### config.mk
export PLATFORM = sky130hd
export DESIGN_NAME = jsrt_dp
export DESIGN_NICKNAME = d
export VERILOG_FILES = /design/src/hdl/jsrt_pkg.sv /design/src/hdl/jsrt_dp.sv
export SDC_FILE = /design/constraint.sdc
export NUM_CORES = 2
export LEC_CHECK = 0
export ABC_AREA = 1
export BUFFER_PORTS_ARGS = -buffer_cell sky130_fd_sc_hd__buf_4
export CAP_MARGIN = 20
export CORE_MARGIN = 2
export CORE_UTILIZATION = 60
export CTS_CLUSTER_SIZE = 20
export DETAILED_ROUTE_END_ITERATION = 7
export PLACE_DENSITY = 0.77
export SYNTH_ARGS = -nofsm -noshare
export SYNTH_HDL_FRONTEND = slang
export SYNTH_SLANG_ARGS = --single-unit
export TNS_END_PERCENT = 20
### constraint.sdc
create_clock -name clk -period 11.6 [get_ports clk]
set_input_delay 0 -clock clk [delete_from_list [all_inputs] [get_ports clk]]
set_output_delay 0 -clock clk [all_outputs]
set_load 0.01 [all_outputs]
### src/hdl/jsrt_pkg.sv
// ----------------------------------------------------------------------------
// jsrt_pkg
// Shared widths, constants, register codes, controller states and the
// command/status bundles of the joint slew-rate tracker.
// ----------------------------------------------------------------------------
package jsrt_pkg;

  localparam int JOINT_COUNT_DEF = 6;
  localparam int MAX_JOINTS      = 8;

  localparam int JOINT_W    = 3;
  localparam int ANGLE_W    = 32;
  localparam int STEP_W     = 31;
  localparam int TPS_W      = 20;
  localparam int TOL_W      = 31;
  localparam int CFG_IDX_W  = 2;
  localparam int CFG_DATA_W = 32;

  // Stream payload widths, padded to whole bytes
  localparam int IN_TDATA_W  = 40;
  localparam int OUT_TDATA_W = 72;

  // Angle wrap: remainder width and number of restoring steps
  localparam int REM_W      = 33;
  localparam int WRAP_STEPS = 6;
  localparam int WCNT_W     = 3;

  // Error, summed error and velocity product widths
  localparam int ERR_W  = 33;
  localparam int SUM_W  = 36;
  localparam int PROD_W = 54;

  // pi and 2pi in Q8.24, rounded to nearest
  localparam logic [REM_W-1:0] Q_PI     = 33'd52707179;
  localparam logic [REM_W-1:0] Q_TWO_PI = 33'd105414357;

  localparam logic [STEP_W-1:0] STEP_LIMIT_RST = 31'd167772;
  localparam logic [TPS_W-1:0]  TPS_RST        = 20'd1000;
  localparam logic [TOL_W-1:0]  REACH_TOL_RST  = 31'd167772;

  localparam logic signed [PROD_W-1:0] SAT_HI = 54'sh7FFFFFFF;
  localparam logic signed [PROD_W-1:0] SAT_LO = -54'sh80000000;

  typedef enum logic [CFG_IDX_W-1:0] {
    CFG_STEP_LIMIT = 2'd0,
    CFG_TICK_RATE  = 2'd1,
    CFG_REACH_TOL  = 2'd2
  } cfg_reg_t;

  typedef enum logic {
    OP_LOAD = 1'b0,
    OP_TICK = 1'b1
  } opcode_t;

  typedef enum logic [2:0] {
    ST_IDLE,
    ST_WRAP,
    ST_PLACE,
    ST_SUM,
    ST_CHECK,
    ST_STEP,
    ST_MUL,
    ST_SEND
  } state_t;

  // Controller to datapath
  typedef struct packed {
    logic capture;
    logic wrap_step;
    logic place;
    logic sum_acc;
    logic check;
    logic step;
    logic mul;
    logic send;
  } cmd_t;

  // Datapath to controller
  typedef struct packed {
    logic in_tick;
    logic in_ok;
    logic wrap_last;
    logic joint_last;
    logic reach;
    logic done;
    logic out_free;
  } sts_t;

  // Clamp to the 32-bit signed range
  function automatic logic signed [ANGLE_W-1:0] sat32(input logic signed [PROD_W-1:0] v);
    logic signed [ANGLE_W-1:0] r;
    if (v > SAT_HI) begin
      r = SAT_HI[ANGLE_W-1:0];
    end else if (v < SAT_LO) begin
      r = SAT_LO[ANGLE_W-1:0];
    end else begin
      r = v[ANGLE_W-1:0];
    end
    return r;
  endfunction

endpackage

### src/hdl/jsrt_dp.sv
// ----------------------------------------------------------------------------
// jsrt_dp
// Datapath of the tracker: configuration registers, joint position and
// target registers, angle wrap unit, error accumulator, slew step,
// velocity multiplier and the result register.
// ----------------------------------------------------------------------------
module jsrt_dp
  import jsrt_pkg::*;
#(
  parameter int JOINT_COUNT = JOINT_COUNT_DEF
) (
  input  logic                     clk,
  input  logic                     rst,
  // Configuration
  input  logic                     cfg_valid,
  output logic                     cfg_ready,
  input  logic [CFG_IDX_W-1:0]     cfg_index,
  input  logic [CFG_DATA_W-1:0]    cfg_data,
  // Input payload
  input  logic [IN_TDATA_W-1:0]    s_tdata,   // joint[2:0], goal_angle[34:3]
  input  logic                     s_tuser,   // opcode
  // Result channel
  output logic                     m_tvalid,
  input  logic                     m_tready,
  output logic [OUT_TDATA_W-1:0]   m_tdata,   // joint_index, position, velocity
  output logic                     m_tuser,   // reached
  output logic                     m_tlast,
  // Controller link
  input  cmd_t                     cmd,
  output sts_t                     sts
);

  localparam int JW = (JOINT_COUNT > 1) ? $clog2(JOINT_COUNT) : 1;

  logic [STEP_W-1:0] step_limit;
  logic [TPS_W-1:0]  ticks_per_second;
  logic [TOL_W-1:0]  reach_tolerance;

  logic signed [ANGLE_W-1:0] joint_position [JOINT_COUNT];
  logic signed [ANGLE_W-1:0] joint_target   [JOINT_COUNT];

  logic [JOINT_W-1:0]       ld_joint;
  logic [REM_W-1:0]         rem;
  logic [WCNT_W-1:0]        wcnt;
  logic [JW-1:0]            cnt;
  logic [SUM_W-1:0]         err_sum;
  logic                     done;
  logic signed [ERR_W-1:0]  dstep;
  logic signed [PROD_W-1:0] prod;

  logic                     out_valid;
  logic [JOINT_W-1:0]       out_joint;
  logic signed [ANGLE_W-1:0] out_pos;
  logic signed [ANGLE_W-1:0] out_vel;
  logic                     out_reached;
  logic                     out_last;

  logic [REM_W-1:0]          rem_init;
  logic [REM_W-1:0]          rem_sub;
  logic signed [ANGLE_W-1:0] tgt_new;
  logic signed [ERR_W-1:0]   err;
  logic [ERR_W-1:0]          err_abs;
  logic signed [ANGLE_W-1:0] pos_new;
  logic signed [ERR_W-1:0]   dstep_new;
  logic signed [ANGLE_W-1:0] vel_new;
  logic                      joint_last;
  logic                      reach;

  assign cfg_ready = 1'b1;

  // Configuration writes
  always_ff @(posedge clk) begin
    if (rst) begin
      step_limit       <= STEP_LIMIT_RST;
      ticks_per_second <= TPS_RST;
      reach_tolerance  <= REACH_TOL_RST;
    end else if (cfg_valid) begin
      case (cfg_reg_t'(cfg_index))
        CFG_STEP_LIMIT: step_limit       <= cfg_data[STEP_W-1:0];
        CFG_TICK_RATE:  ticks_per_second <= cfg_data[TPS_W-1:0];
        CFG_REACH_TOL:  reach_tolerance  <= cfg_data[TOL_W-1:0];
        default: ;
      endcase
    end
  end

  // Shift goal by pi and lift negatives into range before the reduction
  always_comb begin
    logic signed [REM_W:0] r;
    r = (REM_W+1)'($signed(s_tdata[JOINT_W +: ANGLE_W])) + $signed({1'b0, Q_PI});
    if (r < 0) begin
      r = r + $signed({1'b0, Q_TWO_PI << (WRAP_STEPS - 1)});
    end
    rem_init = r[REM_W-1:0];
  end

  // One restoring step of the reduction modulo 2pi
  always_comb begin
    logic [REM_W-1:0] m;
    m = Q_TWO_PI << wcnt;
    rem_sub = (rem >= m) ? (rem - m) : rem;
  end

  // Pick the shortest-arc target from the wrapped goal
  always_comb begin
    logic signed [REM_W:0] w;
    logic signed [REM_W:0] d;
    logic signed [REM_W:0] pi_s;
    logic signed [REM_W:0] two_s;
    logic signed [REM_W:0] t;
    pi_s  = $signed({1'b0, Q_PI});
    two_s = $signed({1'b0, Q_TWO_PI});
    w     = $signed({1'b0, rem}) - pi_s;
    d     = w - (REM_W+1)'(joint_position[ld_joint[JW-1:0]]);
    if (d > pi_s) begin
      t = w - two_s;
    end else if (d < -pi_s) begin
      t = w + two_s;
    end else begin
      t = w;
    end
    tgt_new = sat32(PROD_W'(t));
  end

  // Per-joint error, its magnitude and the clamped step
  always_comb begin
    logic signed [ERR_W-1:0] lim;
    logic signed [ERR_W-1:0] d;
    err     = ERR_W'(joint_target[cnt]) - ERR_W'(joint_position[cnt]);
    err_abs = (err < 0) ? ERR_W'(-err) : ERR_W'(err);
    lim     = $signed({2'b00, step_limit});
    if (err > lim) begin
      d = lim;
    end else if (err < -lim) begin
      d = -lim;
    end else begin
      d = err;
    end
    pos_new   = sat32(PROD_W'(joint_position[cnt]) + PROD_W'(d));
    dstep_new = ERR_W'(pos_new) - ERR_W'(joint_position[cnt]);
  end

  assign vel_new    = done ? '0 : sat32(prod);
  assign joint_last = (cnt == JW'(JOINT_COUNT - 1));
  assign reach      = (err_sum <= SUM_W'(reach_tolerance));

  // Joint state
  always_ff @(posedge clk) begin
    if (rst) begin
      for (int i = 0; i < JOINT_COUNT; i++) begin
        joint_position[i] <= '0;
        joint_target[i]   <= '0;
      end
    end else begin
      if (cmd.place) joint_target[ld_joint[JW-1:0]] <= tgt_new;
      if (cmd.step)  joint_position[cnt] <= pos_new;
    end
  end

  // Item capture, wrap unit, accumulator and step registers
  always_ff @(posedge clk) begin
    if (cmd.capture) begin
      ld_joint <= s_tdata[JOINT_W-1:0];
      rem      <= rem_init;
      wcnt     <= WCNT_W'(WRAP_STEPS - 1);
      err_sum  <= '0;
    end
    if (cmd.wrap_step) begin
      rem  <= rem_sub;
      wcnt <= wcnt - WCNT_W'(1);
    end
    if (cmd.sum_acc) err_sum <= err_sum + SUM_W'(err_abs);
    if (cmd.check)   done <= reach;
    if (cmd.step)    dstep <= dstep_new;
    if (cmd.mul)     prod <= dstep * $signed({1'b0, ticks_per_second});
  end

  // Joint counter
  always_ff @(posedge clk) begin
    if (rst) begin
      cnt <= '0;
    end else if (cmd.capture || cmd.check) begin
      cnt <= '0;
    end else if (cmd.sum_acc || cmd.send) begin
      cnt <= joint_last ? '0 : cnt + JW'(1);
    end
  end

  // Result register: load on send, drop on transfer
  always_ff @(posedge clk) begin
    if (rst) begin
      out_valid <= 1'b0;
    end else if (cmd.send) begin
      out_valid <= 1'b1;
    end else if (m_tready) begin
      out_valid <= 1'b0;
    end
  end

  always_ff @(posedge clk) begin
    if (cmd.send) begin
      out_joint   <= JOINT_W'(cnt);
      out_pos     <= joint_position[cnt];
      out_vel     <= vel_new;
      out_reached <= done;
      out_last    <= joint_last;
    end
  end

  assign m_tvalid = out_valid;
  assign m_tdata  = {5'b0, out_vel, out_pos, out_joint};
  assign m_tuser  = out_reached;
  assign m_tlast  = out_last;

  // Status back to the controller
  always_comb begin
    sts.in_tick    = (opcode_t'(s_tuser) == OP_TICK);
    sts.in_ok      = ({1'b0, s_tdata[JOINT_W-1:0]} < (JOINT_W+1)'(JOINT_COUNT));
    sts.wrap_last  = (wcnt == '0);
    sts.joint_last = joint_last;
    sts.reach      = reach;
    sts.done       = done;
    sts.out_free   = !out_valid || m_tready;
  end

`ifndef SYNTHESIS
  // A send always leaves a result waiting
  a_send_valid: assert property (@(posedge clk) disable iff (rst)
    cmd.send |=> m_tvalid)
    else $error("send did not raise result valid");

  // A reached report carries zero velocity
  a_reached_still: assert property (@(posedge clk) disable iff (rst)
    (m_tvalid && m_tuser) |-> (out_vel == '0))
    else $error("reached joint reports motion");

  // Reported joint lies within the configured joint count
  a_joint_range: assert property (@(posedge clk) disable iff (rst)
    m_tvalid |-> ({1'b0, out_joint} < (JOINT_W+1)'(JOINT_COUNT)))
    else $error("result joint index out of range");

  // Reduction ends below 2pi
  a_wrap_bound: assert property (@(posedge clk) disable iff (rst)
    (cmd.wrap_step && sts.wrap_last) |=> (rem < Q_TWO_PI))
    else $error("angle wrap left remainder of 2pi or more");
`endif

endmodule

Word level (Yosys, flattened, before mapping)
Memories as Yosys holds them, arrays and structs flattened. A register that Yosys moved wholly into a read port is not among the register bits.
Index checks and enable logic that the tools add are counted.
- multiplexer cells: 41
- shifts and indexed selects: 1
- reductions and logical operators: 17
- add/subtract/negate cells: 15
- equal/unequal tests: 4
- multiply operators: 1
- $lt $le $gt $ge: 15
- operator list (kind ; number):
    $mux 33 ; 7
    $mux 32 ; 7
    $mux 36 ; 2
    $gt 34x32->1 const B ; 2
    $lt 34x32->1 const B ; 2
    $mux 34 ; 2
    $lt 33x1->1 const B ; 2
    $sub 32x32->33 ; 2
    $reduce_or 32->1 ; 2
    $gt 54x32->1 const B ; 1
    $lt 54x32->1 const B ; 1
    $mul 33x21->54 ; 1
    $add 36x33->36 ; 1
    $le 36x31->1 ; 1
    $add 32x33->34 ; 1
    $add 34x28->34 const B ; 1
    $gt 34x27->1 const B ; 1
    $lt 34x27->1 const B ; 1
    $sub 33x26->34 const B ; 1
    $sub 34x28->34 const B ; 1
    $sub 34x32->34 ; 1
    $add 32x27->33 const B ; 1
    $add 33x33->33 const B ; 1
    $ge 33x33->1 ; 1
    other kinds (23) ; 51
- flip-flop bits (word level): 318
- logic and storage cells: 114
- output and inout port bits: 83
- RAM bits: 384
- memories: 2
- bits of input ports: 87
- memory list (memory ; words ; width ; rd ports ; clocked after Yosys merged registers in ; wr ports ; RTL line ; text):
    joint_position ; 6 ; 32 ; 2 ; 2 ; 6 ; jsrt_dp.sv:39 ; logic signed [ANGLE_W-1:0] joint_position [JOINT_COUNT];
    joint_target ; 6 ; 32 ; 1 ; 1 ; 6 ; jsrt_dp.sv:40 ; logic signed [ANGLE_W-1:0] joint_target [JOINT_COUNT];

Logic depth before layout (Yosys ltp)
- depth in word-level cells: 9
- gate-level depth with buffers: 81
- gate-level depth less buffers: 77

Worst setup path before layout
Ideal clock, no wire load.
- path kind: reg2reg
- start point: register (tool-made name)
- end point: register dstep[30] (data pin)
- buffers on the path: 6
- cell stages (with the launch flop): 71
- slack: 1.400 ns
- setup time: 0.265 ns
- clock period less this slack: 10.200 ns
- data required time: 11.335 ns
- data arrival time: 9.935 ns
- cell sequence: dfxtp_1 clkbuf_1 clkbuf_1 clkbuf_1 clkbuf_1 o21ai_0 a31oi_1 ha_1 inv_1 fa_1 a31oi_1 o21ai_1 a21boi_0 xnor2_1 ha_1 nand4_1 inv_1 nand2_1 (+35 left out) nand2_1 inv_1 fa_1 a31oi_1 o21ai_0 nand3_1 nand2_1 nand2_1 nand2_1 inv_1 o21bai_1 a21oi_1 o21ai_0 nand2_1 nand3_1 nand3_1 o211ai_1 xor2_1
- RTL lines (what ; RTL line ; text):
    to (signal assigned) ; jsrt_dp.sv:174 ; if (cmd.step) dstep <= dstep_new;
    to (decl) ; jsrt_dp.sv:48 ; logic signed [ERR_W-1:0] dstep;

==> summary.md <==
| Metric | Value |
|---|---|
| Root buf cell | clkbuf_16 |
| Non-Filler Instances | between 10000 and 15000 |
| GPL Wtd Cong | around 1 |
| Synth area leader | edfxtp_1 |
| Core area | 131000 um2 |
| Top cells by area, synth | edfxtp_1 28%, fa_1 17%, nand2_1 10% |
| Sequential cell area fraction in the yosys report | 30.5% |
| Worst Path Buf+Inv | 8 |
| Number of distinct library cells after synthesis | 65 |
| Hold Crit Endpoint | sts[6] |
| Largest family of logic cells by synthesized area | adder cells |
| Detailed Routing Iterations Pass 1 | 8 |
| Post-route minimum period | 10920 ps |
| Multi-input combinational cell area | 46600 um2 |
| Max incr delay on CP | 460 ps |
| Drt wl/cell | 20.7 um |
| FF-to-FF End | dstep[29]$_DFFE_PP_ |
| GRT met3 Usage | 6.77% |
| Worst EP arrival | 11390 ps |
| Family with the most delay on the worst path | compound AO/OA/AOI/OAI gates |
| Total track usage | between 30% and 40% |
| Synth Register Bits | between 800 and 900 |
| Vias in the first global route | 70400 |
| Most numerous cell in the Yosys netlist | nand2_1 |
| Post-Synth Simple-Gate Area | 20.3% |
| Final hold slack | 0.0219 ps |
| Post-Syn Area per Cell | 7.79 um2 |
| DR iter-0 viols | about 7100 |
| HP Class | in -> out |
| Netlist Area Pre-Place | 79200 um2 |
| Multiplexer area fraction after synthesis | less than 1% |
| Final Hold Viols | 0 |
| Most frequent cells after synthesis | 2166 x nand2_1, 1771 x inv_1, 1244 x nor2_1 |
| GR Util met2 | 62.9% |
| Vias | 71400 |
| First-pass GRT wire length | between 300000 and 400000 um |
| Fillers | 10800 |
| Finished Cell Area | about 90000 um2 |
| Largest net degree at the start of global routing | 89 |
| Layout Nets | 11700 |
| CTS tree | yes |
| Most Used Layer, Global Route | met2 |
| Residual DRC | 0 |
| Routed Antenna Nets | 0 |
| Area Overhead vs Synth | 11.6% |
| Vias per std cell | about 5.8 |
| WS Path Type | reg -> reg |
| Critical Path Slowest Stage Cell | a31oi_1 |
| Top FF cell, synth | edfxtp_1 |
| Status | finished clean |
| Number of synthesis warnings | 0 |
| Synthesized instance count | 10200 |
| FF-to-FF path depth | between 60 and 70 |
| Worst R2R Setup Slack | 680 ps |
| CP max FO | 51 |
| Clock Skews | 37.9 ps |
| Min-delay src | s_tuser |
| Num CTS Buffers | 92 |
| Critical path endpoint category | flip-flop |
| PortBufs | 155 |
| CP startpoint kind | flip-flop |
| Area share of fa/ha/maj cells after synthesis | 23.5% |
| Io pins | 170 |
| Die width | 367 um |
| Gr ovfl total | 0 |
| Peak Freq | just over 90 MHz |
| CTS H-tree lvls | 3 |
| Rows | between 100 and 150 |
| Full die area | 135000 um2 |
| GRT met1 Usage | 45.7% |
| Post-synth EDFFs | about 740 |
| Clk_lat worst skew | 750 ps |
| Post-Route WL | 255000 um |
| Max-cap viol count | 0 |
| Compound-gate portion of the synthesized area | about an eighth |
| Die Ht | 367 um |
| Async set-reset flop share out of synthesis | 0% |
| Synth Area in XOR/XNOR | 3.06% |
| Dpl cell area | 83500 um2 |
| Clk slew on worst S/H paths | 60 ps |
| Layout cell share with drive strength beyond 1 | 7.58% |
| Initial Utilization | 60.3% |
| Final period util | 94.1% |
| Worst-Margin Slew | 1060 ps |
| Util after Layout | 67.3% |
| DP Cell Count | 12000 |
| Most used cell along the critical path | nand2_1 |
| Share of the synthesized area in the top cell type | 28.2% |
| Register area | approximately 24000 um2 |
| Worst EP required | 12070 ps |
| Hold path depth | 0 |
| Max Buffers Root-to-Sink | 3 |
| Final Setup Violations | 0 |
| TritonCTS Sinks | 836 |
| Slew headroom | 29.5% |
| Initial antenna violation count | 9 |
| Post-DP HPWL | 191000 um |
| Slew Limit Fails | 0 |
[worst max path at each step]
stage	startpoint	end	slack, ps	cells after the start
after floorplan	flip-flop	dstep[30]$_DFFE_PP_	1400	70
after global placement	flip-flop	dstep[30]$_DFFE_PP_	820	73
after detailed placement	flip-flop	dstep[29]$_DFFE_PP_	660	64
after CTS	flip-flop	dstep[29]$_DFFE_PP_	620	64
after global routing	flip-flop	dstep[29]$_DFFE_PP_	-6	64
final	flip-flop	dstep[29]$_DFFE_PP_	680	64
[repair_timing]
action | CTS | global route
setup buffers | 0 | 7
endpoints found under the hold margin | 298 | 0
hold buffers | 135 | 0
setup endpoints to repair | 0 | 15
gates resized for setup | 0 | 34
[cell usage in the layout, fill, tap and decap left out, drive strengths merged, types with 135 or more instances in the layout]
| master | count |
|---|---|
| o21ai | 883 |
| nand2 | 2221 |
| edfxtp | 744 |
| fa | 659 |
| dlygate4sd3 | 135 |
| nor2 | 1260 |
| inv | 1811 |
| xor2 | 198 |
| buf | 493 |
| a21oi | 576 |
| ha | 433 |
| nand3 | 273 |
[cell families (layout without fill, tap and decap cells)]
logic type                 after synthesis  in the layout
buffers and inverters                 2231           2613
DFF                                    836            836
AOI/OAI and AO/OA                     1742           1742
muxes                                    2              2
other                                    2              8
and+or+nand+nor                       3989           3989
xor gates and xnor gates               274            274
adders and majority gates             1092           1092
[state kept, by name (all words and copies together) (netlist names), 3 cells and up, named ones only]
register and flops:
prod 54, rem 33, ld_joint 3, out_pos 32
step_limit 31, cnt 3, ticks_per_second 20, reach_tolerance 31
dstep 33, joint_position 256, joint_target 256, err_sum 36
wcnt 3, out_vel 32, out_joint 3
[metal layers]
layer	share of wire, %	vias to the layer above
met4	5.8	8
met5	0.038	-
li1	-	32900
met1	37	34000
met3	9.1	832
met2	48	3683
[area by class of cell]
cell class / count / share of cell area [%]
Sequential cell: 836 / 27.4
Timing Repair Buffer: 630 / 6.04
Clock buffer: 119 / 2.81
Clock inverter: 54 / 0.770
Tap cell: 1755 / 2.48
Inverter: 1810 / 7.72
Antenna cell: 2 / 0.00566
Multi-Input combinational cell: 7105 / 52.8
[through the flow]
stage | setup slack [ps] | setup TNS [ps]
finish | 680 | 0
global route | -6.07 | -6.07
CTS | 617 | 0
detailed placement | 658 | 0
global placement | 825 | 0
floorplan | 1400 | 0
Power is left out: the tool's default activity adds up to more than one toggle a clock period on the data nets, which glitch-free logic cannot reach.
