**src/hdl/jsrt_pkg.sv**
```systemverilog
// ----------------------------------------------------------------------------
// jsrt_pkg
// Shared widths, constants, register codes, controller states and the
// command/status bundles of the joint slew-rate tracker.
// ----------------------------------------------------------------------------
package jsrt_pkg;

  localparam int JOINT_COUNT_DEF = 6;
  localparam int MAX_JOINTS      = 8;

  localparam int JOINT_W    = 3;
  localparam int ANGLE_W    = 32;
  localparam int STEP_W     = 31;
  localparam int TPS_W      = 20;
  localparam int TOL_W      = 31;
  localparam int CFG_IDX_W  = 2;
  localparam int CFG_DATA_W = 32;

  // Stream payload widths, padded to whole bytes
  localparam int IN_TDATA_W  = 40;
  localparam int OUT_TDATA_W = 72;

  // Angle wrap: remainder width and number of restoring steps
  localparam int REM_W      = 33;
  localparam int WRAP_STEPS = 6;
  localparam int WCNT_W     = 3;

  // Error, summed error and velocity product widths
  localparam int ERR_W  = 33;
  localparam int SUM_W  = 36;
  localparam int PROD_W = 54;

  // pi and 2pi in Q8.24, rounded to nearest
  localparam logic [REM_W-1:0] Q_PI     = 33'd52707179;
  localparam logic [REM_W-1:0] Q_TWO_PI = 33'd105414357;

  localparam logic [STEP_W-1:0] STEP_LIMIT_RST = 31'd167772;
  localparam logic [TPS_W-1:0]  TPS_RST        = 20'd1000;
  localparam logic [TOL_W-1:0]  REACH_TOL_RST  = 31'd167772;

  localparam logic signed [PROD_W-1:0] SAT_HI = 54'sh7FFFFFFF;
  localparam logic signed [PROD_W-1:0] SAT_LO = -54'sh80000000;

  typedef enum logic [CFG_IDX_W-1:0] {
    CFG_STEP_LIMIT = 2'd0,
    CFG_TICK_RATE  = 2'd1,
    CFG_REACH_TOL  = 2'd2
  } cfg_reg_t;

  typedef enum logic {
    OP_LOAD = 1'b0,
    OP_TICK = 1'b1
  } opcode_t;

  typedef enum logic [2:0] {
    ST_IDLE,
    ST_WRAP,
    ST_PLACE,
    ST_SUM,
    ST_CHECK,
    ST_STEP,
    ST_MUL,
    ST_SEND
  } state_t;

  // Controller to datapath
  typedef struct packed {
    logic capture;
    logic wrap_step;
    logic place;
    logic sum_acc;
    logic check;
    logic step;
    logic mul;
    logic send;
  } cmd_t;

  // Datapath to controller
  typedef struct packed {
    logic in_tick;
    logic in_ok;
    logic wrap_last;
    logic joint_last;
    logic reach;
    logic done;
    logic out_free;
  } sts_t;

  // Clamp to the 32-bit signed range
  function automatic logic signed [ANGLE_W-1:0] sat32(input logic signed [PROD_W-1:0] v);
    logic signed [ANGLE_W-1:0] r;
    if (v > SAT_HI) begin
      r = SAT_HI[ANGLE_W-1:0];
    end else if (v < SAT_LO) begin
      r = SAT_LO[ANGLE_W-1:0];
    end else begin
      r = v[ANGLE_W-1:0];
    end
    return r;
  endfunction

endpackage

```
**src/hdl/jsrt_ctrl.sv**
```systemverilog
// ----------------------------------------------------------------------------
// jsrt_ctrl
// Sequencer of the tracker: goal wrap and placement, error sum, reached
// test, per-joint step, velocity multiply and result transfer.
// ----------------------------------------------------------------------------
module jsrt_ctrl
  import jsrt_pkg::*;
(
  input  logic   clk,
  input  logic   rst,
  input  logic   s_tvalid,
  output logic   s_tready,
  input  sts_t   sts,
  output cmd_t   cmd
);

  state_t state;
  state_t state_next;

  // State register
  always_ff @(posedge clk) begin
    if (rst) begin
      state <= ST_IDLE;
    end else begin
      state <= state_next;
    end
  end

  // Next state
  always_comb begin
    state_next = state;
    case (state)
      ST_IDLE: begin
        if (s_tvalid) begin
          if (sts.in_tick) begin
            state_next = ST_SUM;
          end else if (sts.in_ok) begin
            state_next = ST_WRAP;
          end
        end
      end
      ST_WRAP: begin
        if (sts.wrap_last) state_next = ST_PLACE;
      end
      ST_PLACE: state_next = ST_IDLE;
      ST_SUM: begin
        if (sts.joint_last) state_next = ST_CHECK;
      end
      ST_CHECK: state_next = sts.reach ? ST_SEND : ST_STEP;
      ST_STEP:  state_next = ST_MUL;
      ST_MUL:   state_next = ST_SEND;
      ST_SEND: begin
        if (sts.out_free) begin
          if (sts.joint_last) begin
            state_next = ST_IDLE;
          end else if (sts.done) begin
            state_next = ST_SEND;
          end else begin
            state_next = ST_STEP;
          end
        end
      end
      default: state_next = ST_IDLE;
    endcase
  end

  // Commands
  always_comb begin
    cmd      = '0;
    s_tready = 1'b0;
    case (state)
      ST_IDLE: begin
        s_tready    = 1'b1;
        cmd.capture = s_tvalid;
      end
      ST_WRAP:  cmd.wrap_step = 1'b1;
      ST_PLACE: cmd.place     = 1'b1;
      ST_SUM:   cmd.sum_acc   = 1'b1;
      ST_CHECK: cmd.check     = 1'b1;
      ST_STEP:  cmd.step      = 1'b1;
      ST_MUL:   cmd.mul       = 1'b1;
      ST_SEND:  cmd.send      = sts.out_free;
      default: begin
        cmd      = '0;
        s_tready = 1'b0;
      end
    endcase
  end

`ifndef SYNTHESIS
  // A stalled result must never be overwritten
  a_send_free: assert property (@(posedge clk) disable iff (rst)
    cmd.send |-> sts.out_free)
    else $error("result loaded while previous one still pending");

  // The reached test is followed by a step or a transfer, never idle
  a_check_next: assert property (@(posedge clk) disable iff (rst)
    (state == ST_CHECK) |=> (state == ST_SEND || state == ST_STEP))
    else $error("reached test not followed by joint walk");

  // Input is taken only while idle
  a_ready_idle: assert property (@(posedge clk) disable iff (rst)
    s_tready |-> (state == ST_IDLE))
    else $error("input ready outside idle");
`endif

endmodule

```
**config.mk**
```make
export PLATFORM = sky130hd
export DESIGN_NAME = jsrt_ctrl
export DESIGN_NICKNAME = d
export VERILOG_FILES = /design/src/hdl/jsrt_pkg.sv /design/src/hdl/jsrt_ctrl.sv
export SDC_FILE = /design/constraint.sdc
export NUM_CORES = 1
export LEC_CHECK = 0
export ABC_AREA = 1
export BUFFER_PORTS_ARGS = -buffer_cell sky130_fd_sc_hd__buf_2
export CORE_AREA = 2 2 39 41
export CTS_BUF_LIST = sky130_fd_sc_hd__clkbuf_4 sky130_fd_sc_hd__clkbuf_8 sky130_fd_sc_hd__clkbuf_16
export DETAILED_ROUTE_END_ITERATION = 8
export DIE_AREA = 0 0 41 43
export PLACE_DENSITY = 0.47
export RECOVER_POWER = 25
export SLEW_MARGIN = 0
export SYNTH_ARGS = -nofsm -noshare
export SYNTH_HDL_FRONTEND = slang
export SYNTH_SLANG_ARGS = --single-unit
```
**constraint.sdc**
```tcl
create_clock -name clk -period 1.9 [get_ports clk]
set_input_delay 0.095 -clock clk [delete_from_list [all_inputs] [get_ports clk]]
set_output_delay 0.095 -clock clk [all_outputs]
set_load 0.05 [all_outputs]
```
Yosys cells after proc, flatten, opt, wreduce, memory -nomap -nowiden:

Cells that the tools add are included.
W data, S select, Z words.

* flip-flop bits (word level): 3
* logic and storage cells: 34

* eq/ne operators: 12
* muxes and demuxes: 19
* reductions and logical operators: 2

Operators with widths (number)
* $pmux W3 S8: 1
* $mux W3: 7
* $eq A3 B3 Y1 const B: 4
* $mux W1: 9
* $ne A2 B2 Y1 const B: 4
* $eq A3 B2 Y1 const B: 2
* $reduce_and A5 Y1: 1
* $mux W2: 2
* $eq A3 B1 Y1 const B: 1
* $logic_not A3 Y1: 1
* $ne A3 B3 Y1 const B: 1

Longest topological paths before layout:

Gate-level depths: netlist of the first run.

* word-level depth: 4
* gate-level depth with buffers: 8
* mapped depth without buffers: 8

Worst setup path before layout of the first run:

OpenSTA, ideal clock, no wires.

* kind: register to output
* from: register state[2]
* to: output port cmd[0] (netlist name)
* arrival: 1640 ps
* data required time: 1805 ps
* slack: 165 ps
* stages on the path, launching flop included: 3
* path buffers: 0
* cell sequence: dfxtp_1 > inv_2 > nor3_1

RTL lines
* start: declaration: RTL line jsrt_ctrl.sv:17 `state_t state;`
* start signal: assignment: RTL line jsrt_ctrl.sv:25 `state <= state_next;`
* end: declaration: RTL line jsrt_ctrl.sv:14 `output cmd_t cmd`

==> results of run 1 <==
Yosys cell counts, drive strengths merged:
| cell type | n |
|---|---|
| nand3 | 5 |
| a21oi | 3 |
| nor2 | 12 |
| inv | 13 |
| nand2 | 11 |
| o21ai | 3 |
| dfxtp | 3 |
| or2 | 2 |
| nand4 | 1 |
| nor3 | 2 |
routing by layer:
metal,vias up,track usage (%),share of wire (%),wire [µm]
met5,-,0,0,0
li1,212,-,-,-
met3,2,4.71,6.3,52
met1,178,13.1,43,355
met4,0,8.00,0.60,5
met2,12,17.5,50,415
layout make-up:
class	instances	area [µm²]	area share, %
sequential	3	60.1	13.3
tap	16	20.0	4.42
timing repair buffer	18	90.1	19.9
clock buffer	4	30.0	6.63
multi-input combinational	39	204	45.0
inverter	13	48.8	10.8
through the flow:
stage / cell area, µm² / util [%] / std cells / total power (W) / hold slack, ns
final: 453 / 32.7 / 93 / 0.000705 / 0.0508
after global routing: 453 / 32.7 / 93 / 0.000767 / 0.0435
after CTS: 458 / 33.1 / 93 / 0.000729 / 0.0408
after detailed placement: 428 / 30.9 / 89 / 0.000596 / 0.292
after global placement: 428 / 30.9 / 89 / 0.000601 / 0.295
after floorplan: 318 / - / 55 / 0.000498 / 0.164
worst max-delay path, cell delays in order (launching register included):
cell and delay [ns]:
dfxtp_1 0.45, inv_1 0.19, nor3_1 0.21, buf_2 0.29
logic make-up (layout without fill, tap and decap cells):
family,after synthesis,after routing
buffers and inverters,13,35
flip-flops,3,3
AND/OR/NAND/NOR,33,33
AO/OA/AOI/OAI,6,6
worst paths after layout:
check | startpoint | endpoint | depth (start not counted)
max reg2reg | state[2]$_SDFFE_PP0P_ | state[1]$_SDFFE_PP0P_ | 7
min reg2reg | state[1]$_SDFFE_PP0P_ | state[1]$_SDFFE_PP0P_ | 2
max | state[2]$_SDFFE_PP0P_ | cmd[0] | 3
min | rst | state[0]$_SDFFE_PP0P_ | 2
power by group through the flow:
stage          Clock, W  Combinational (W)  Sequential, W
2_1_floorplan         0           0.000377       0.000121
3_3_place_gp          0           0.000472       0.000128
3_5_place_dp          0           0.000468       0.000127
4_1_cts        0.000133           0.000470       0.000126
5_1_grt        0.000139           0.000501       0.000127
6_report       0.000126           0.000457       0.000122
==> metrics.md, run 1 <==
| Metric | Value |
|---|---|
| Status | complete, no violations |
| Routed vias | 404 |
| Largest net degree at the start of global routing | 9 |
| VDD IR max | ~500 µV |
| Area overhead of the layout relative to synthesis | 42.5% |
| Hold Path Class | in2reg |
| Adder-Cell Fraction of Synth Area | 0% |
| Top cells by area in the synthesized netlist | dfxtp_1 (19%), inv_1 (13%), nand2_1 (9.4%) |
| Crit start category | flop |
| Cell-internal power | slightly below 0.0003 W |
| DIE WIDTH | a little over 40 µm |
| Post-synthesis compound-gate area fraction | 10.6% |
| Worst-path fanout max | 8 |
| Total GRT Usage | between 10% and 20% |
| Clk_skew | between 0.003 and 0.004 ns |
| Largest Register | state |
| Share of post-route cells with drive strength above 1 | between 40% and 50% |
| DRC Markers | 0 |
| Synth top area share | roughly a fifth |
| WL per Instance | approximately 9 µm |
| Mux contribution to synthesized area | 0% |
| Crit path time final | 1.47 ns |
| Sum Neg Setup Slack | 0 ns |
| CTS Buf Count | 3 |
| Total global routing overflow | 0 |
| Synthesized area per cell | 5.78 µm² |
| Final WL | 828 µm |
| Final Net Count | 88 |
| Max-cap violations | 0 |
| Post-DP HPWL | 715 µm |
| Reg clk slew, reported paths | 0.04 ns |
| Ant. Diodes | 0 |
| Die area | 1760 µm² |
| Synth warnings | 0 |
| Post-CTS Hold Fix Bufs | 0 |
| Post-CTS Setup Inserts | 0 |
| Post-route ant nets | 0 |
| Slew margin rel. | a little over four fifths |
| Seq pwr share | between 15 and 20% |
| CTS root buffer | clkbuf_4 |
| F_max | around 680 MHz |
| GPL Wtd Cong | around 0.8 |
| Xor/xnor share of the synthesized area | 0% |
| IO Pins | 19 |
| Number of global-route vias before repair | 356 |
| Final Slew Violations | 0 |
| Yosys cell types | 19 |
| Insertion delay to the later sink of the worst-skew pair | 0.23 ns |
| Vert. Die Dim | ~43 µm |
| Row count | 14 |
| Syn Inst Count | 55 |
| Max reg flops | 3 |
| Worst path arrival time | approximately 1.4 ns |
| WP data required | ~1.8 ns |
| Yosys reg bits | 3 |
| Fillcell total | 162 |
| Pwr dens | about 1600 nW/µm² |
| Actual slew at the worst max-slew pin | 0.247 ns |
| Clk sinks | 3 |
| Largest family of logic cells by synthesized area | simple AND/OR/NAND/NOR gates |
| Most frequent cells in the layout | buf_2 (18), inv_1 (12), nand2_1 (9) |
| Most common cell after layout, fill and taps aside | buf_2 |
| Via density | approximately 4.3 |
| Initial antenna violation count | 0 |
| # port buffers | 18 |
| Mapped Nets | 65 |
| First-pass GRT wire length | 1.36 mm |
| Switching Power | 0.000407 W |
| Crit. End Element | output pin |
| WS Path Type | reg2out |
| Reg-to-reg slack, setup | roughly 0.55 ns |
| Clock power frac | roughly 18% |
| Sequential fraction of the synthesis area | a little under a fifth |
| Tcrit/Tclk final | 77.2% |
| Core area | roughly 1400 µm² |
| Pre-CTS WS | 0.651 ns |
| H-Tree Depth | 1 |
| Setup repair after global routing missed its margin | no |
| Comb power frac | 64.8% |
| Leak | roughly 0.28 nW |
| Top flop regs | state: 3 flops |
| TritonRoute pass-1 iters | 4 |
| DRT iter0 DRCs | 7 |
| Synth Area in Simple Gates | between 50% and 60% |
| Switch share | 57.8% |
| # setup viols final | 0 |
| Initial Util | a little under a quarter |
| Hold Fails Final Rpt | 0 |
| CTS tree | built |
| CTS resizes | 0 |
| Area leader, netlist | dfxtp_1 |
| Setup slack after layout | 0.434 ns |
| Post-Syn Area | 318 µm² |
| Clk buf depth | 2 |
Note: power is estimated with default switching activity, not from simulation.
==> run 2, diff against run 1 <==
clock period = 1.5 ns   (was 1.9 ns; I/O delays follow)
==> run 2 against run 1 <==
Clock power up 22%; sequential cell count unchanged; largest power group unchanged; worst hold slack worse by 0.019 ns; sequential share of layout area down 0.69 points; routed wire length down 6.8%; worst setup slack worse by 0.30 ns; highest routed layer is now met3; largest cell class unchanged; first-iteration DRC count down 43%; clock-buffer cell count unchanged; cell area up 5.5%.
==> metrics.md, run 2 (synthesized netlist as in run 1, its figures left out) <==
| Metric | Value |
|---|---|
| Slew margin rel. | 82.3% (-1.2 points) |
| Pre-CTS WS | 0.283 ns (-0.368 ns) |
| Actual slew at the worst max-slew pin | 0.266 ns (+0.0183 ns) |
| Clock power frac | 17.0% (-0.8 points) |
| Top flop regs | state: 3 flops |
| Multi-input logic area | 221 µm² (+8.6%) |
| Row count | 14 (unchanged) |
| Hold path start | rst |
| Status | complete, no violations |
| Worst hold slack | 0.0317 ns (-0.0192 ns) |
| Largest Register | state |
| Hold Path Class | in2reg |
| Core area | 1380 µm² (unchanged) |
| Setup repair after global routing missed its margin | no |
| Die area | 1760 µm² (unchanged) |
| Comb power frac | 65.5% (+0.7 points) |
| Tcrit/Tclk final | 91.4% |
| Number of global-route vias before repair | 347 (-2.5%) |
| Setup slack after layout | 0.129 ns (-0.305 ns) |
| FF-to-FF Start | state[0]$_SDFFE_PP0P_ |
| Worst Setup SP | state[0]$_SDFFE_PP0P_ |
| Most used cell, CP | nor2_1 |
| Crit. End Element | output pin |
| Cell-internal power | 0.000387 W (+30%) |
| Post-CTS Hold Fix Bufs | 0 (unchanged) |
| Crit path time final | between 1 and 1.5 ns |
| Clk_skew | 0.000149 ns (-0.00319 ns) |
| Reg-to-reg slack, setup | 0.22 ns (-0.33 ns) |
| Max-cap violations | 0 (unchanged) |
| Crit-path max cell delay | 0.37 ns (-0.08 ns) |
| IO Pins | 19 (unchanged) |
| Seq pwr share | 17.5% (about the same) |
| Vert. Die Dim | 43 µm (unchanged) |
| Routed vias | 394 (-2.5%) |
| Via density | 4.19 (-3.5%) |
| Final Net Count | 89 (+1.1%) |
| Share of post-route cells with drive strength above 1 | 47.4% (+5.9 points) |
| TritonRoute pass-1 iters | 3 (-1) |
| Worst path buffer plus inverter count | 1 (-1) |
| Sequential cell area | 60.1 µm² (unchanged) |
| Switch share | 57.3% (-0.49 points) |
| First-pass GRT wire length | 1.26 mm (-7.7%) |
| Pwr dens | 1900 nW/µm² (+22%) |
| DRT iter0 DRCs | 4 (-3) |
| Leak | 0.287 nW (+3.4%) |
| Reg clk slew, reported paths | 0.03 ns (about the same) |
| Area overhead of the layout relative to synthesis | 50.4% |
| WS Path Type | reg2out |
| Critical path cell sequence | nor2_1 -> nand2_2 -> nor2_1 -> buf_2 |
| Post-CTS Setup Inserts | 0 (unchanged) |
| WL per Instance | 8.21 µm (-7.8%) |
| # port buffers | 18 (unchanged) |
| Crit start category | flop |
| GPL Wtd Cong | 0.661 (-18%) |
| Ant. Diodes | 0 (unchanged) |
| Delay-heaviest family, CP | simple AND/OR/NAND/NOR gates |
| Slowest cell on crit path | dfxtp_1 |
| Post-route ant nets | 0 (unchanged) |
| # setup viols final | 0 (unchanged) |
| Total global routing overflow | 0 (unchanged) |
| Final WL | 772 µm (-6.8%) |
| Hold Fails Final Rpt | 0 (unchanged) |
| WP data required | 1.42 ns (-0.38 ns) |
| Post-DP HPWL | 672 µm (-6.1%) |
| Initial Util | 23.0% (unchanged) |
| Max reg flops | 3 (unchanged) |
| Clk buf depth | 2 (unchanged) |
| CTS Buf Count | 3 (unchanged) |
| DRC Markers | 0 (unchanged) |
| Switching Power | 0.000519 W (+27%) |
| CTS resizes | 0 (unchanged) |
| Clk sinks | 3 (unchanged) |
| VDD IR max | 611 µV (+23%) |
| Final Slew Violations | 0 (unchanged) |
| CTS tree | built |
| DIE WIDTH | 41 µm (unchanged) |
| Initial antenna violation count | 0 (unchanged) |
| H-Tree Depth | 1 (unchanged) |
| Insertion delay to the later sink of the worst-skew pair | 0.23 ns (about the same) |
| CTS root buffer | clkbuf_4 |
| Most common cell after layout, fill and taps aside | buf_2 |
| Worst path arrival time | 1.30 ns (-0.07 ns) |
| Most frequent cells in the layout | buf_2 (18), inv_1 (11), nand2_1 (8), nor2_1 (8) |
| Total GRT Usage | 10.4% (-1.4 points) |
| Sum Neg Setup Slack | 0 ns (unchanged) |
| Largest net degree at the start of global routing | 7 (-2) |
| F_max | 729 MHz |
| Fillcell total | 167 (+3.1%) |
| Worst-path fanout max | 6 (-2) |
==> run 2: area by class of cell <==
class | count | share of cell area (%)
inverter | 13 | 10.2
timing repair buffer | 19 | 20.4
clock buffer | 4 | 6.28
tap | 16 | 4.19
sequential | 3 | 12.6
multi-input combinational | 39 | 46.3
==> run 2: layer usage <==
metal,global-route usage (%),vias up,routed length (µm)
met4,6.00,0,0
met2,15.6,7,398
li1,-,213,-
met1,12.5,174,338
met3,3.14,0,36
met5,0,-,0
==> run 2: power groups by stage <==
stage | Sequential [W] | Clock, W | Combinational, W
6_report | 0.000158 | 0.000154 | 0.000593
5_1_grt | 0.000166 | 0.000168 | 0.000649
4_1_cts | 0.000162 | 0.000163 | 0.000604
3_5_place_dp | 0.000163 | 0 | 0.000601
3_3_place_gp | 0.000162 | 0 | 0.000604
2_1_floorplan | 0.000157 | 0 | 0.000486
==> run 2: path summary, 6_finish.rpt <==
check | cells past startpoint | end
setup / recovery | 4 | cmd[7]
hold / removal | 2 | state[2]$_SDFFE_PP0P_
setup reg to reg | 7 | state[1]$_SDFFE_PP0P_
hold reg to reg | 2 | state[1]$_SDFFE_PP0P_
==> run 2: per-stage QoR <==
| step | util, % | area [µm²] | instances | power (W) |
|---|---|---|---|---|
| after detailed placement | 32.5 | 450 | 90 | 0.000764 |
| final | 34.5 | 478 | 94 | 0.000906 |
| after CTS | 34.7 | 480 | 94 | 0.000929 |
| after floorplan | - | 333 | 55 | 0.000643 |
| after global routing | 34.5 | 478 | 94 | 0.000982 |
| after global placement | 32.5 | 450 | 90 | 0.000766 |
==> run 3, diff against run 2 <==
RECOVER_POWER = not set   (was 25)
==> run 3 against run 2 <==
Clock-buffer cell count did not move; via count fell by 1.3%; cell area up 0.52%; routed wire length down 1.0%; global-route usage unchanged; fmax rose by 0.13%; first-iteration DRC count decreased by 25%; worst setup slack better by 0.0018 ns; die area unchanged; non-clock buffer count is the same; sequential share of layout area is 0.065 points lower; clock power is essentially flat.
==> metrics.md, run 3 (synthesized netlist as in run 1, its figures left out) <==
| Metric | Value |
|---|---|
| Post-route ant nets | 0 (unchanged) |
| CTS Buf Count | 3 (unchanged) |
| VDD IR max | 599 µV (-1.9%) |
| GPL Wtd Cong | 0.661 (unchanged) |
| Total global routing overflow | 0 (unchanged) |
| Clk buf depth | 2 (unchanged) |
| Share of post-route cells with drive strength above 1 | 48.7% (+1.3 points) |
| CTS tree | built |
| Worst reg2reg path depth | 7 (unchanged) |
| Total GRT Usage | 10.4% (unchanged) |
| Final Slew Violations | 0 (unchanged) |
| WS Path Type | reg2out |
| # port buffers | 18 (unchanged) |
| TritonRoute pass-1 iters | 2 (-1) |
| DRC Markers | 0 (unchanged) |
| Max-cap violations | 0 (unchanged) |
| Post-DP HPWL | 672 µm (unchanged) |
| Tcrit/Tclk final | 91.3% (-0.12 points) |
| Ant. Diodes | 0 (unchanged) |
| Most common cell after layout, fill and taps aside | buf_2 |
| Final core utilization | 34.7% (+0.18 points) |
| Crit start category | flop |
| Routed vias | 389 (-1.3%) |
| R2R Path End | state[1]$_SDFFE_PP0P_ |
| IO Pins | 19 (unchanged) |
| WP data required | 1.42 ns (about the same) |
| Die area | 1760 µm² (unchanged) |
| Area overhead of the layout relative to synthesis | 51.2% |
| Max reg flops | 3 (unchanged) |
| CTS resizes | 0 (unchanged) |
| Hold Path Class | in2reg |
| Initial antenna violation count | 0 (unchanged) |
| Grt met1 use | 12.5% (unchanged) |
| GR peak layer | met2 |
| Actual slew at the worst max-slew pin | 0.284 ns (+0.0179 ns) |
| WL per Instance | 8.13 µm (-1.0%) |
| Clk sinks | 3 (unchanged) |
| Worst hold slack | 0.0317 ns (unchanged) |
| Reg-to-reg slack, setup | 0.28 ns (+0.06 ns) |
| Via density | 4.14 (-1.3%) |
| Core area | 1380 µm² (unchanged) |
| Largest Register | state |
| Sum Neg Setup Slack | 0 ns (unchanged) |
| Setup slack after layout | 0.131 ns (+0.00176 ns) |
| Worst-path fanout max | 5 (-1) |
| Hold EP | state[2]$_SDFFE_PP0P_ |
| Total power | 0.000911 W (+0.53%) |
| Largest net degree at the start of global routing | 7 (unchanged) |
| DIE WIDTH | 41 µm (unchanged) |
| Status | complete, no violations |
| DRT iter0 DRCs | 3 (-1) |
| Hold Fails Final Rpt | 0 (unchanged) |
| Post-CTS Setup Inserts | 0 (unchanged) |
| Initial Util | 23.0% (unchanged) |
| F_max | 730 MHz (+0.13%) |
| Slew margin rel. | 81.1% (-1.2 points) |
| Clk_skew | 0.000149 ns (unchanged) |
| Hold path start | rst |
| Routing usage on met3 | 3.14% (unchanged) |
| Top flop regs | state: 3 flops |
| Crit path time final | 1.37 ns (-0.00176 ns) |
| Leak | 0.288 nW (+0.13%) |
| First-pass GRT wire length | 1.26 mm (unchanged) |
| Hold Path Cell Cnt | 2 (unchanged) |
| FF-to-FF Start | state[0]$_SDFFE_PP0P_ |
| H-Tree Depth | 1 (unchanged) |
| CTS root buffer | clkbuf_4 |
| Worst path arrival time | 1.29 ns (about the same) |
| Final Net Count | 89 (unchanged) |
| Final WL | 764 µm (-1.0%) |
| Number of global-route vias before repair | 347 (unchanged) |
| Setup repair after global routing missed its margin | no |
| M2 GR Usage | 15.6% (unchanged) |
| Insertion delay to the later sink of the worst-skew pair | 0.23 ns (about the same) |
| Vert. Die Dim | 43 µm (unchanged) |
| # setup viols final | 0 (unchanged) |
| Reg clk slew, reported paths | 0.03 ns (about the same) |
| Post-CTS Hold Fix Bufs | 0 (unchanged) |
| Row count | 14 (unchanged) |
| Most frequent cells in the layout | buf_2 (18), inv_1 (11), nand2_1 (8) |
| Pwr dens | 1900 nW/µm² (about the same) |
| Crit. End Element | output pin |
| Pre-CTS WS | 0.283 ns (unchanged) |
[run 3: cell counts in the layout (fill, tap and decap cells not counted)]
Identical to the previous run, type by type.
[run 3: metal layers]
| metal | wire length, µm | up-vias |
|---|---|---|
| met4 | 0 | 0 |
| met1 | 329 | 169 |
| met5 | 0 | - |
| met2 | 398 | 7 |
| li1 | - | 213 |
| met3 | 36 | 0 |
[run 3: through the flow]
step / cell area (µm²) / instances
after detailed placement: 450 / 90
after floorplan: 333 / 55
after global routing: 480 / 94
after global placement: 450 / 90
after CTS: 480 / 94
final: 480 / 94
[run 3: how the worst max path moves through the flow]
stage / startpoint / endpoint / slack (ns) / cells past startpoint
2_1_floorplan: state[2]$_SDFFE_PP0P_ / cmd[0] / 0.14 / 2
3_3_place_gp: state[2]$_SDFFE_PP0P_ / state[1]$_SDFFE_PP0P_ / 0.26 / 7
3_5_place_dp: state[0]$_SDFFE_PP0P_ / state[1]$_SDFFE_PP0P_ / 0.28 / 7
4_1_cts: state[2]$_SDFFE_PP0P_ / cmd[1] / 0.11 / 4
5_1_grt: state[2]$_SDFFE_PP0P_ / cmd[1] / 0.05 / 4
6_report: state[2]$_SDFFE_PP0P_ / cmd[1] / 0.13 / 4
[run 3: cell type report]
cell class,instances,area (µm²)
Clock buffer,4,30.0
Fill cell,166,903
Inverter,13,48.8
Multi-Input combinational cell,39,224
Sequential cell,3,60.1
Tap cell,16,20.0
Timing Repair Buffer,19,97.6
[run 3: power by group]
part	leakage, nW	switching, W	internal (W)
registers	0.0247	0.0000551	0.000107
logic	0.245	0.000429	0.000166
clock network	0.0184	0.0000371	0.000117
[run 3: worst max-delay path, stage by stage (launching register included)]
cell,delay [ns]
dfxtp_1,0.44
buf_4,0.18
nand3_1,0.12
inv_1,0.08
buf_2,0.25
